==> src/design/fut_pkg.sv <==
// -----------------------------------------------------------------------------
// fut_pkg
// Constants and count codes of the first unique letter tracker.
// -----------------------------------------------------------------------------
package fut_pkg;

    localparam int LETTER_W          = 5;
    localparam int ALPHABET_SIZE_DEF = 26;
    localparam int COUNT_W           = 2;

    localparam logic [COUNT_W-1:0] CNT_ZERO = 2'd0;
    localparam logic [COUNT_W-1:0] CNT_ONCE = 2'd1;
    localparam logic [COUNT_W-1:0] CNT_MANY = 2'd2;

endpackage

==> src/design/fut_if.sv <==
// -----------------------------------------------------------------------------
// fut_if
// Valid/ready channels of the first unique letter tracker.
// -----------------------------------------------------------------------------
interface fut_in_if;
    import fut_pkg::*;

    logic                valid;
    logic                ready;
    logic [LETTER_W-1:0] letter;
    logic                start_of_string;

    modport source (output valid, output letter, output start_of_string, input ready);
    modport sink   (input valid, input letter, input start_of_string, output ready);
endinterface

interface fut_out_if;
    import fut_pkg::*;

    logic                valid;
    logic                ready;
    logic                found;
    logic [LETTER_W-1:0] first_unique;

    modport source (output valid, output found, output first_unique, input ready);
    modport sink   (input valid, input found, input first_unique, output ready);
endinterface

==> src/design/first_unique_letter_tracker_core.sv <==
// -----------------------------------------------------------------------------
// first_unique_letter_tracker_core
// Streaming first non-repeating letter: per-letter counts and first-seen order.
// -----------------------------------------------------------------------------
// Each request carries one letter and a start flag; each yields one result with
// the oldest letter seen exactly once in the current string. Counts live in a
// synchronous memory (registered read) with a valid flag per letter, so reset and
// the start flag clear them at once; the first-seen order lives in a second
// memory used as a circular queue. A request is accepted with its count read,
// then updated, when the queue head stays; when the head letter repeats, each
// following queue entry checked adds a queue read, a count read and a check.
// Each letter is dropped at most once per string. A result that is not taken
// holds the next completion until the output register frees.
module first_unique_letter_tracker_core #(
    parameter int ALPHABET_SIZE = fut_pkg::ALPHABET_SIZE_DEF
) (
    input  logic     i_clk,
    input  logic     i_rst_n,
    fut_in_if.sink   i_in,
    fut_out_if.source o_res
);
    import fut_pkg::*;

    localparam int IDX_W  = (ALPHABET_SIZE > 1) ? $clog2(ALPHABET_SIZE) : 1;
    localparam int FILL_W = $clog2(ALPHABET_SIZE + 1);
    localparam int CMP_W  = (LETTER_W > FILL_W) ? LETTER_W : FILL_W;
    localparam logic [IDX_W-1:0]  LAST_SLOT = IDX_W'(ALPHABET_SIZE - 1);
    localparam logic [FILL_W-1:0] FULL_FILL = FILL_W'(ALPHABET_SIZE);

    typedef enum logic [5:0] {
        S_IDLE  = 6'b000001,
        S_UPD   = 6'b000010,
        S_HREAD = 6'b000100,
        S_CREAD = 6'b001000,
        S_CHECK = 6'b010000,
        S_HOLD  = 6'b100000
    } t_state;

    function automatic logic [IDX_W-1:0] next_slot(input logic [IDX_W-1:0] s);
        return (s == LAST_SLOT) ? '0 : s + 1'b1;
    endfunction

    t_state r_state, n_state;
    logic [IDX_W-1:0]         r_head, n_head, r_tail, n_tail;
    logic [FILL_W-1:0]        r_fill, n_fill;
    logic [ALPHABET_SIZE-1:0] r_cvalid, n_cvalid;
    logic                     r_ovalid, n_ovalid;
    logic                     r_ofound, n_ofound;
    logic [LETTER_W-1:0]      r_oletter, n_oletter;
    logic                     r_pfound, n_pfound;
    logic [LETTER_W-1:0]      r_pletter, n_pletter;
    logic [LETTER_W-1:0]      r_sym, n_sym;
    logic                     r_in_range, n_in_range;
    logic [LETTER_W-1:0]      r_head_letter, n_head_letter;

    logic [COUNT_W-1:0]  m_count [ALPHABET_SIZE];
    logic [LETTER_W-1:0] m_fifo  [ALPHABET_SIZE];
    logic [COUNT_W-1:0]  r_count_q;
    logic [LETTER_W-1:0] r_fifo_q;

    logic                cnt_re, cnt_we, fifo_re, fifo_we;
    logic [IDX_W-1:0]    cnt_raddr, sym_idx, q_idx;
    logic [COUNT_W-1:0]  cnt_wdata, cnt_now;
    logic                fin, fin_found, out_free;
    logic [LETTER_W-1:0] fin_letter, cur_letter;
    logic                cur_found;

    assign sym_idx    = IDX_W'(r_sym);
    assign q_idx      = IDX_W'(r_fifo_q);
    assign cur_found  = (r_fill != '0);
    assign cur_letter = cur_found ? r_head_letter : '0;
    assign out_free   = !r_ovalid || o_res.ready;

    assign i_in.ready         = (r_state == S_IDLE);
    assign o_res.valid        = r_ovalid;
    assign o_res.found        = r_ofound;
    assign o_res.first_unique = r_oletter;

    always_comb begin
        n_state       = r_state;
        n_head        = r_head;
        n_tail        = r_tail;
        n_fill        = r_fill;
        n_cvalid      = r_cvalid;
        n_sym         = r_sym;
        n_in_range    = r_in_range;
        n_head_letter = r_head_letter;
        n_pfound      = r_pfound;
        n_pletter     = r_pletter;
        cnt_re        = 1'b0;
        cnt_raddr     = sym_idx;
        cnt_we        = 1'b0;
        cnt_wdata     = CNT_ZERO;
        fifo_re       = 1'b0;
        fifo_we       = 1'b0;
        fin           = 1'b0;
        fin_found     = 1'b0;
        fin_letter    = '0;
        cnt_now       = CNT_ZERO;

        unique case (r_state)
            S_IDLE: begin
                if (i_in.valid) begin
                    n_sym      = i_in.letter;
                    n_in_range = (CMP_W'(i_in.letter) < CMP_W'(ALPHABET_SIZE));
                    cnt_re     = n_in_range;
                    cnt_raddr  = IDX_W'(i_in.letter);
                    if (i_in.start_of_string) begin
                        n_cvalid = '0;
                        n_head   = '0;
                        n_tail   = '0;
                        n_fill   = '0;
                    end
                    n_state = S_UPD;
                end
            end
            S_UPD: begin
                cnt_now = r_cvalid[sym_idx] ? r_count_q : CNT_ZERO;
                if (!r_in_range) begin
                    fin        = 1'b1;
                    fin_found  = cur_found;
                    fin_letter = cur_letter;
                end else begin
                    cnt_we             = 1'b1;
                    n_cvalid[sym_idx]  = 1'b1;
                    if (cnt_now == CNT_ZERO) begin
                        cnt_wdata = CNT_ONCE;
                        if (r_fill != FULL_FILL) begin
                            fifo_we = 1'b1;
                            n_tail  = next_slot(r_tail);
                            n_fill  = r_fill + 1'b1;
                        end
                        fin = 1'b1;
                        if (r_fill == '0) begin
                            n_head_letter = r_sym;
                            fin_found     = 1'b1;
                            fin_letter    = r_sym;
                        end else begin
                            fin_found  = 1'b1;
                            fin_letter = r_head_letter;
                        end
                    end else begin
                        cnt_wdata = CNT_MANY;
                        if (cur_found && (r_head_letter == r_sym)) begin
                            n_head = next_slot(r_head);
                            n_fill = r_fill - 1'b1;
                            if (r_fill == FILL_W'(1)) begin
                                fin = 1'b1;
                            end else begin
                                n_state = S_HREAD;
                            end
                        end else begin
                            fin        = 1'b1;
                            fin_found  = cur_found;
                            fin_letter = cur_letter;
                        end
                    end
                end
            end
            S_HREAD: begin
                fifo_re = 1'b1;
                n_state = S_CREAD;
            end
            S_CREAD: begin
                cnt_re    = 1'b1;
                cnt_raddr = q_idx;
                n_state   = S_CHECK;
            end
            S_CHECK: begin
                cnt_now = r_cvalid[q_idx] ? r_count_q : CNT_ZERO;
                if (cnt_now > CNT_ONCE) begin
                    n_head = next_slot(r_head);
                    n_fill = r_fill - 1'b1;
                    if (r_fill == FILL_W'(1)) begin
                        fin = 1'b1;
                    end else begin
                        n_state = S_HREAD;
                    end
                end else begin
                    n_head_letter = r_fifo_q;
                    fin           = 1'b1;
                    fin_found     = 1'b1;
                    fin_letter    = r_fifo_q;
                end
            end
            S_HOLD: begin
                if (out_free) begin
                    n_state = S_IDLE;
                end
            end
            default: begin
                n_state = S_IDLE;
            end
        endcase

        if (fin) begin
            if (out_free) begin
                n_state = S_IDLE;
            end else begin
                n_pfound  = fin_found;
                n_pletter = fin_letter;
                n_state   = S_HOLD;
            end
        end
    end

    always_comb begin
        n_ovalid  = r_ovalid && !o_res.ready;
        n_ofound  = r_ofound;
        n_oletter = r_oletter;
        if (fin && out_free) begin
            n_ovalid  = 1'b1;
            n_ofound  = fin_found;
            n_oletter = fin_letter;
        end else if ((r_state == S_HOLD) && out_free) begin
            n_ovalid  = 1'b1;
            n_ofound  = r_pfound;
            n_oletter = r_pletter;
        end
    end

    always_ff @(posedge i_clk) begin
        if (!i_rst_n) begin
            r_state  <= S_IDLE;
            r_head   <= '0;
            r_tail   <= '0;
            r_fill   <= '0;
            r_cvalid <= '0;
            r_ovalid <= 1'b0;
        end else begin
            r_state  <= n_state;
            r_head   <= n_head;
            r_tail   <= n_tail;
            r_fill   <= n_fill;
            r_cvalid <= n_cvalid;
            r_ovalid <= n_ovalid;
        end
    end

    always_ff @(posedge i_clk) begin
        r_sym         <= n_sym;
        r_in_range    <= n_in_range;
        r_head_letter <= n_head_letter;
        r_ofound      <= n_ofound;
        r_oletter     <= n_oletter;
        r_pfound      <= n_pfound;
        r_pletter     <= n_pletter;
    end

    always_ff @(posedge i_clk) begin
        if (cnt_we) begin
            m_count[sym_idx] <= cnt_wdata;
        end
        if (cnt_re) begin
            r_count_q <= m_count[cnt_raddr];
        end
    end

    always_ff @(posedge i_clk) begin
        if (fifo_we) begin
            m_fifo[r_tail] <= r_sym;
        end
        if (fifo_re) begin
            r_fifo_q <= m_fifo[r_head];
        end
    end

endmodule

==> src/flat_wrapper.sv <==
// flat-port wrapper written by rule: the top's interface ports become plain ports
module first_unique_letter_tracker_core_flat import fut_pkg::*;
#(
    parameter int ALPHABET_SIZE = fut_pkg::ALPHABET_SIZE_DEF
)
  (i_clk, i_rst_n, i_in_valid, i_in_letter, i_in_start_of_string, i_in_ready, o_res_valid, o_res_found, o_res_first_unique, o_res_ready);
  fut_in_if i_in_i ();
  fut_out_if o_res_i ();
  input  logic i_clk;
  input  logic i_rst_n;
  input wire logic [$bits(i_in_i.valid)-1:0] i_in_valid;
  input wire logic [$bits(i_in_i.letter)-1:0] i_in_letter;
  input wire logic [$bits(i_in_i.start_of_string)-1:0] i_in_start_of_string;
  output wire logic [$bits(i_in_i.ready)-1:0] i_in_ready;
  output wire logic [$bits(o_res_i.valid)-1:0] o_res_valid;
  output wire logic [$bits(o_res_i.found)-1:0] o_res_found;
  output wire logic [$bits(o_res_i.first_unique)-1:0] o_res_first_unique;
  input wire logic [$bits(o_res_i.ready)-1:0] o_res_ready;
  assign i_in_i.valid = i_in_valid;
  assign i_in_i.letter = i_in_letter;
  assign i_in_i.start_of_string = i_in_start_of_string;
  assign i_in_ready = i_in_i.ready;
  assign o_res_valid = o_res_i.valid;
  assign o_res_found = o_res_i.found;
  assign o_res_first_unique = o_res_i.first_unique;
  assign o_res_i.ready = o_res_ready;
  first_unique_letter_tracker_core #(.ALPHABET_SIZE(ALPHABET_SIZE)) u_core (.i_clk(i_clk), .i_rst_n(i_rst_n), .i_in(i_in_i), .o_res(o_res_i));
endmodule
==> config.mk <==
export PLATFORM = sky130hd
export DESIGN_NAME = first_unique_letter_tracker_core_flat
export DESIGN_NICKNAME = d
export VERILOG_FILES = /design/src/design/fut_pkg.sv /design/src/design/fut_if.sv /design/src/design/first_unique_letter_tracker_core.sv /design/src/flat_wrapper.sv
export SDC_FILE = /design/constraint.sdc
export NUM_CORES = 1
export LEC_CHECK = 0
export BUFFER_PORTS_ARGS = -buffer_cell sky130_fd_sc_hd__buf_2
export CAP_MARGIN = 10
export CELL_PAD_IN_SITES_DETAIL_PLACEMENT = 0
export CELL_PAD_IN_SITES_GLOBAL_PLACEMENT = 2
export CORE_MARGIN = 3
export CORE_UTILIZATION = 51
export CTS_BUF_LIST = sky130_fd_sc_hd__clkbuf_4 sky130_fd_sc_hd__clkbuf_8
export DETAILED_ROUTE_END_ITERATION = 12
export GPL_TIMING_DRIVEN = 0
export HOLD_SLACK_MARGIN = 0.12
export PLACE_DENSITY = 0.85
export SETUP_SLACK_MARGIN = 0.02
export SLEW_MARGIN = 15
export SYNTH_ARGS = -nofsm -noshare
export SYNTH_HDL_FRONTEND = slang
export SYNTH_SLANG_ARGS = --single-unit
export TNS_END_PERCENT = 100
==> constraint.sdc <==
create_clock -name i_clk -period 6.4 [get_ports i_clk]
set_clock_uncertainty 0.1 [all_clocks]
set_input_delay 0.96 -clock i_clk [delete_from_list [all_inputs] [get_ports i_clk]]
set_output_delay 0.96 -clock i_clk [all_outputs]
set_load 0.01 [all_outputs]
==> impl_metrics.py, run 1 <==
metrics = {
    "power": {
        "ir_worst_vdd_v": 0.000154,
        "total_power_uw": 3820,
        "p_leak_uw": 0.00432,
        "powerDensity_nw_per_um2": 290,
    },
    "clock_tree": {
        "clock_sinks": 260,
        "cts_tree": "built",
        "cts_root_buf": "clkbuf_8",
        "cts_max_path_buffers": 3,
        "htreeDepth": 2,
        "path_clk_slew_ns": 0.06,
        "cts_buffers": 44,
        "cts_hold_buf": 0,
        "clock_latency_ns": 0.55,
        "cts_resized": 0,
        "cts_setup_buffers": 0,
    },
    "final_layout": {
        "drive_above_1_share_pct": 20.3,
        "nets": 940,
        "stdcell_count": 1239,
        "fillCellCount": 1824,
        "layout_common_cells": "edfxtp_1 (212), nor2_1 (109), nand2_1 (55), clkbuf_8 (55), dfxtp_1 (48)",
        "multi_input_area_um2": 4100,
        "antenna_cells": 0,
        "final_common_cell": "edfxtp_1",
        "final_area_um2": 13200,
        "seqCellArea_um2": 7330,
        "syn_to_final_growth_pct": 11.6,
    },
    "timing": {
        "timing.fmax_mhz": 194,
        "worstMarginPinSlew_ns": 1.19,
        "whs_ns": 0.407,
        "slew_headroom_pct": 20.1,
        "final-hold-violation-count": 0,
        "min_period_ns": 5.14,
        "rsz0062_at_grt": "false",
        "setup_viol": 0,
        "period_share_pct": 80.4,
        "drv_slew": 0,
        "setup_tns_ns": 0,
    },
    "die": {
        "die_h_um": 158,
        "dieArea_um2": 25000,
        "ioPinCount": 18,
        "fp.dieW_um": 158,
        "rows": 55,
        "start_util_pct": 52.0,
        "core_area_um2": 22700,
    },
    "place": {
        "gp_congestion": 0.826,
        "place_hpwl_um": 19300,
        "dpl_cell_area_um2": 12300,
        "portBuffers": 15,
        "dp.cells": 1157,
    },
    "route": {
        "drtAntennaViolNets": 0,
        "top_layer_used": "met4",
        "avgRoutedWirePerCell_um": 22.5,
        "drt_first_pass_iters": 5,
        "vias": 7403,
        "wl_met2_um": 13300,
        "route.detailed.drc": 0,
        "via_per_inst": 5.97,
        "wl_met3_um": 1680,
        "routed_wl_um": 27900,
        "drtIter0Drc": 619,
        "met1Wirelength_um": 12600,
    },
    "synth": {
        "ys_async_sr_fraction_pct": 0,
        "synth_ff_type": "edfxtp_1",
        "synth_cell_type_count": 74,
        "syn_inst": 856,
        "synth_seq_area_share_pct": 62.1,
        "yosysWarnings": 0,
        "ys_seq_elements": 260,
        "synth_edf_count": 212,
        "synth_fp_nets": 877,
        "syn_area_um2": 11800,
        "synth_area_per_cell_um2": 13.8,
    },
    "global_route": {
        "track_usage_pct": 22.7,
        "grt_max_degree": 33,
        "grt.overflow.total": 0,
        "grt_pass1_wl_um": 43000,
        "grt_pass1_vias": 7619,
        "grt_antenna_before_repair": 0,
    },
    "job": {
        "drv_cap": 0,
    },
    "worst_setup_path": {
        "rrSetupSlack_ns": 1.26,
        "crit_chain": "buf_2, or3_1, buf_2, nor3_1, or4_1, o41ai_4, buf_4, nand2_1, nor2_1, nand2_1, nor2_1",
        "r2r_start": "u_core.r_sym[2]",
        "crit_end": "u_core.m_fifo[14][2]",
        "r2r_end": "u_core.m_fifo[14][2]",
        "cp.depth": 11,
        "critPathLaunchType": "flip-flop",
        "critical_path_class": "reg -> reg",
        "cpMaxStageDelayCell": "edfxtp_1",
        "reg2regPathDepth": 11,
        "worstPathRequired_ns": 6.48,
        "cp-startpoint": "u_core.r_sym[2]",
        "crit_fanout": 27,
        "crit_family": "simple AND/OR/NAND/NOR gates",
        "crit_arrival_ns": 5.22,
        "path_buf_inv": 3,
        "cp-end-kind": "flip-flop",
        "worst_path_largest_cell_delay_ns": 1.00,
    },
    "worst_hold_path": {
        "hold_path.startpoint": "u_core.r_cvalid[15]",
        "min_path_type": "reg -> reg",
        "whs_path_depth": 2,
    },
    "status": {
        "status": "completed",
    },
}
## report_power, final
group | internal (uW) | switching [uW]
Combinational | 140 | 249
Clock | 828 | 648
Sequential | 1900 | 64.5
Total | 2860 | 961
## state kept, by name, indices dropped and copies added (netlist names)
name,count
u_core.r_head_letter,5
u_core.m_count,52
u_core.r_tail,5
u_core.r_cvalid,26
u_core.o_res.first_unique,5
u_core.m_fifo,130
u_core.r_pletter,5
u_core.r_pfound,1
u_core.o_res.valid,1
u_core.r_head,5
u_core.r_count_q,2
u_core.r_state,6
u_core.r_fill,5
u_core.o_res.found,1
u_core.r_sym,5
u_core.r_in_range,1
u_core.q_idx,5
## worst min path at each step
| stage | to |
|---|---|
| 3_5_place_dp | u_core.r_cvalid[3] |
| 5_1_grt | u_core.r_cvalid[13] |
| 4_1_cts | u_core.r_cvalid[24] |
| 3_3_place_gp | u_core.r_cvalid[23] |
| 6_report | u_core.r_cvalid[15] |
| 2_1_floorplan | u_core.r_cvalid[20] |
## per-layer routing
layer  global-route usage, %  vias up
met5                       0        -
met4                    5.08        0
met3                    4.84       36
met2                    36.2      234
met1                    32.5     3729
li1                        -     3404
## synthesized netlist by cell type, drive strengths merged, types with 5 or more instances
library cell | number | area [um^2]
nand3 | 18 | 90.1
nand2 | 55 | 206
mux2 | 22 | 248
a211oi | 10 | 75.1
o21ai | 18 | 90.1
or3 | 11 | 68.8
mux4 | 46 | 1040
mux2i | 44 | 440
nand2b | 7 | 43.8
dfxtp | 48 | 961
ha | 11 | 138
a21oi | 48 | 252
and2 | 14 | 88.8
nor2 | 110 | 413
clkbuf | 34 | 209
nor3 | 19 | 95.1
nand3b | 5 | 37.5
inv | 12 | 45.0
buf | 16 | 105
a31oi | 11 | 68.8
and3 | 6 | 40.0
edfxtp | 212 | 6370
## cell type report
cell class / instances / share of cell area, %
multi-input cells: 529 / 31.1
clock inverters: 16 / 0.826
plain buffers: 52 / 2.52
flip-flops and latches: 260 / 55.6
well taps: 285 / 2.71
clock buffers: 65 / 5.93
repair buffers: 17 / 0.892
inverters: 15 / 0.427
## cells by family (layout without fill, tap and decap cells)
| family | count (synthesis) | count (layout) | synth area share, % |
|---|---|---|---|
| AND/OR/NAND/NOR | 265 | 265 | 10.5 |
| multiplexers | 112 | 112 | 14.7 |
| XOR/XNOR | 8 | 8 | 0.593 |
| buffers and inverters | 67 | 165 | 3.28 |
| flip-flops | 260 | 260 | 62.1 |
| AO/OA/AOI/OAI | 133 | 133 | 7.74 |
| adder cells (fa/ha/maj) | 11 | 11 | 1.17 |
## metrics by stage
step	util [%]	setup WS [ns]
final	58.0	1.26
after global routing	58.0	0.972
after CTS	57.9	1.21
after detailed placement	54.0	1.24
after global placement	53.9	1.39
after floorplan	-	2.81
## worst reg2reg max path, cell delays in order, from the launching register on
cell      delay [ns]
edfxtp_1        1.00
buf_2           0.43
or3_1           0.16
buf_2           0.18
nor3_1          0.06
or4_1           0.56
o41ai_4         0.53
buf_4           0.29
nand2_1         0.22
nor2_1          0.33
nand2_1         0.35
nor2_1          0.55
(Power assumes the default switching activity.)
==> run 2, diff against run 1 <==
CORE_UTILIZATION = 48   (was 51)
PLACE_DENSITY = 0.81   (was 0.85)
clock period = 5.37 ns   (was 6.4 ns; I/O delays follow)
==> run 2 against run 1 <==
Effect of this change:
- cell count up 3.1%
- via count up 2.7%
- setup slack worse by 0.90 ns
- non-clock buffer count up 4
- core utilization down 2.3 points
- global-route usage down 0.92 points
==> impl_metrics.py, run 2 (synthesis results as in run 1) <==
metrics = {
    "worst_hold_path": {
        "whs_path_depth": 2,
        "hold_path.startpoint": "u_core.r_cvalid[15]",
        "min_to": "u_core.r_cvalid[15]",
        "min_path_type": "reg -> reg",
    },
    "final_layout": {
        "antenna_cells": 0,
        "syn_to_final_growth_pct": 12.6,
        "largest-register": "u_core.m_fifo",
        "seqCellArea_um2": 7330,
        "drive_above_1_share_pct": 21.2,
        "reg_top3": "u_core.m_fifo (130), u_core.m_count (52), u_core.r_cvalid (26)",
        "multi_input_area_um2": 4110,
        "fillCellCount": 1963,
        "largest_register_ffs": 130,
        "nets": 944,
        "layout_common_cells": "edfxtp_1 (212), nor2_1 (109), clkbuf_8 (56)",
        "final_common_cell": "edfxtp_1",
    },
    "worst_setup_path": {
        "worst_path_largest_cell_delay_ns": 0.81,
        "crit_chain": "buf_2, buf_6, mux2i_1, nor3_1, or4_1, o41ai_4, buf_4, nand2_1, nor2_1, nand2_1, nor2_1",
        "critical_path_class": "reg -> reg",
        "cp-end-kind": "flip-flop",
        "r2r_end": "u_core.m_fifo[16][3]",
        "worstPathRequired_ns": 5.44,
        "cpMaxStageDelayCell": "edfxtp_1",
        "r2r_start": "u_core.r_sym[1]",
        "crit_family": "simple AND/OR/NAND/NOR gates",
        "crit_arrival_ns": 5.08,
        "rrSetupSlack_ns": 0.36,
        "path_buf_inv": 3,
        "reg2regPathDepth": 11,
        "critPathLaunchType": "flip-flop",
        "crit_fanout": 15,
    },
    "timing": {
        "worstMarginPinSlew_ns": 1.02,
        "final-hold-violation-count": 0,
        "period_share_pct": 93.3,
        "drv_slew": 0,
        "slew_headroom_pct": 32.3,
        "whs_ns": 0.401,
        "rsz0062_at_grt": "false",
        "timing.fmax_mhz": 200,
        "min_period_ns": 5.01,
        "setup_tns_ns": 0,
        "setup_viol": 0,
    },
    "place": {
        "gp_congestion": 0.796,
        "place_hpwl_um": 19400,
        "portBuffers": 15,
    },
    "die": {
        "rows": 56,
        "dieArea_um2": 26500,
        "die_h_um": 163,
        "start_util_pct": 49.6,
        "ioPinCount": 18,
        "fp.dieW_um": 163,
        "core_area_um2": 23800,
    },
    "global_route": {
        "grt.overflow.total": 0,
        "grt_max_degree": 33,
        "grt_pass1_vias": 7713,
        "grt_pass1_wl_um": 44100,
        "track_usage_pct": 21.8,
        "grt_antenna_before_repair": 0,
    },
    "clock_tree": {
        "cts_resized": 0,
        "cts_hold_buf": 0,
        "htreeDepth": 2,
        "path_clk_slew_ns": 0.06,
        "cts_buffers": 44,
        "cts_max_path_buffers": 3,
        "cts_tree": "built",
        "cts_setup_buffers": 0,
        "clock_sinks": 260,
        "cts_root_buf": "clkbuf_8",
        "clock_latency_ns": 0.55,
    },
    "power": {
        "powerDensity_nw_per_um2": 348,
        "p_leak_uw": 0.00436,
        "power.internal_uw": 3470,
        "pwr-share-seq_pct": 50.0,
        "p_clk_share_pct": 38.9,
        "swShare_pct": 25.1,
        "combPwrFrac_pct": 11.1,
        "p_switching_uw": 1160,
        "ir_worst_vdd_v": 0.000202,
    },
    "route": {
        "route.detailed.drc": 0,
        "drtIter0Drc": 665,
        "via_per_inst": 5.95,
        "avgRoutedWirePerCell_um": 22.6,
        "routed_wl_um": 28900,
        "drt_first_pass_iters": 7,
        "vias": 7604,
        "drtAntennaViolNets": 0,
    },
    "status": {
        "status": "completed",
    },
    "job": {
        "drv_cap": 0,
    },
}
[run 2: changes by cell type in the layout (fill, tap and decap cells not counted)]
cell,delta
clkbuf_4,+5
clkinv_1,-4
buf_6,+3
clkinv_2,-2
a211oi_2,+1
buf_16,-1
a211oi_1,-1
clkbuf_8,+1
buf_8,+2
[run 2: worst max-delay path by stage]
| stage | startpoint | to | slack, ns | depth (start not counted) |
|---|---|---|---|---|
| 2_1_floorplan | u_core.r_sym[1] | u_core.m_fifo[21][0] | 1.78 | 11 |
| 3_3_place_gp | u_core.r_sym[2] | u_core.m_fifo[16][3] | 0.40 | 11 |
| 3_5_place_dp | u_core.r_sym[1] | u_core.m_fifo[16][2] | 0.30 | 11 |
| 4_1_cts | u_core.r_sym[1] | u_core.m_fifo[21][1] | 0.26 | 11 |
| 5_1_grt | u_core.r_sym[1] | u_core.m_fifo[16][3] | 0.11 | 11 |
| 6_report | u_core.r_sym[1] | u_core.m_fifo[16][3] | 0.36 | 11 |
[run 2: layout make-up]
class | count | area share [%]
clock buffer | 71 | 6.27
multi-input combinational | 529 | 30.9
tap | 319 | 3.00
clock inverter | 10 | 0.631
timing repair buffer | 21 | 1.16
buffer | 52 | 2.49
inverter | 15 | 0.424
sequential | 260 | 55.1
[run 2: power groups by stage]
| stage | combinational [uW] | clock [uW] | sequential, uW |
|---|---|---|---|
| 2_1_floorplan | 321 | 0 | 2340 |
| 3_3_place_gp | 437 | 0 | 2380 |
| 3_5_place_dp | 441 | 0 | 2390 |
| 4_1_cts | 443 | 1840 | 2350 |
| 5_1_grt | 556 | 1940 | 2320 |
| 6_report | 512 | 1800 | 2320 |
[run 2: worst min-delay path, delay by kind of cell, from the launching register on]
family	cells	cell delay (ns)
compound gates	1	0.05
flops	1	0.35
simple gates	1	0.07
[run 2: layer usage]
layer / vias to the layer above / GRT usage, % / share of wire (%)
met5: - / 0 / 0
met4: 0 / 6.31 / 2.2
met3: 49 / 4.50 / 7.6
met2: 302 / 33.5 / 45
met1: 3839 / 31.7 / 45
li1: 3414 / - / -
[run 2: stage by stage]
step	total power, uW	cells	instance area, um^2	utilization, %	worst slack, ns
after floorplan	2660	856	11800	-	1.78
after global placement	2820	1190	12300	51.6	0.400
after detailed placement	2830	1191	12300	51.6	0.295
after CTS	4630	1272	13200	55.5	0.264
after global routing	4820	1277	13300	55.8	0.111
final	4630	1277	13300	55.8	0.361
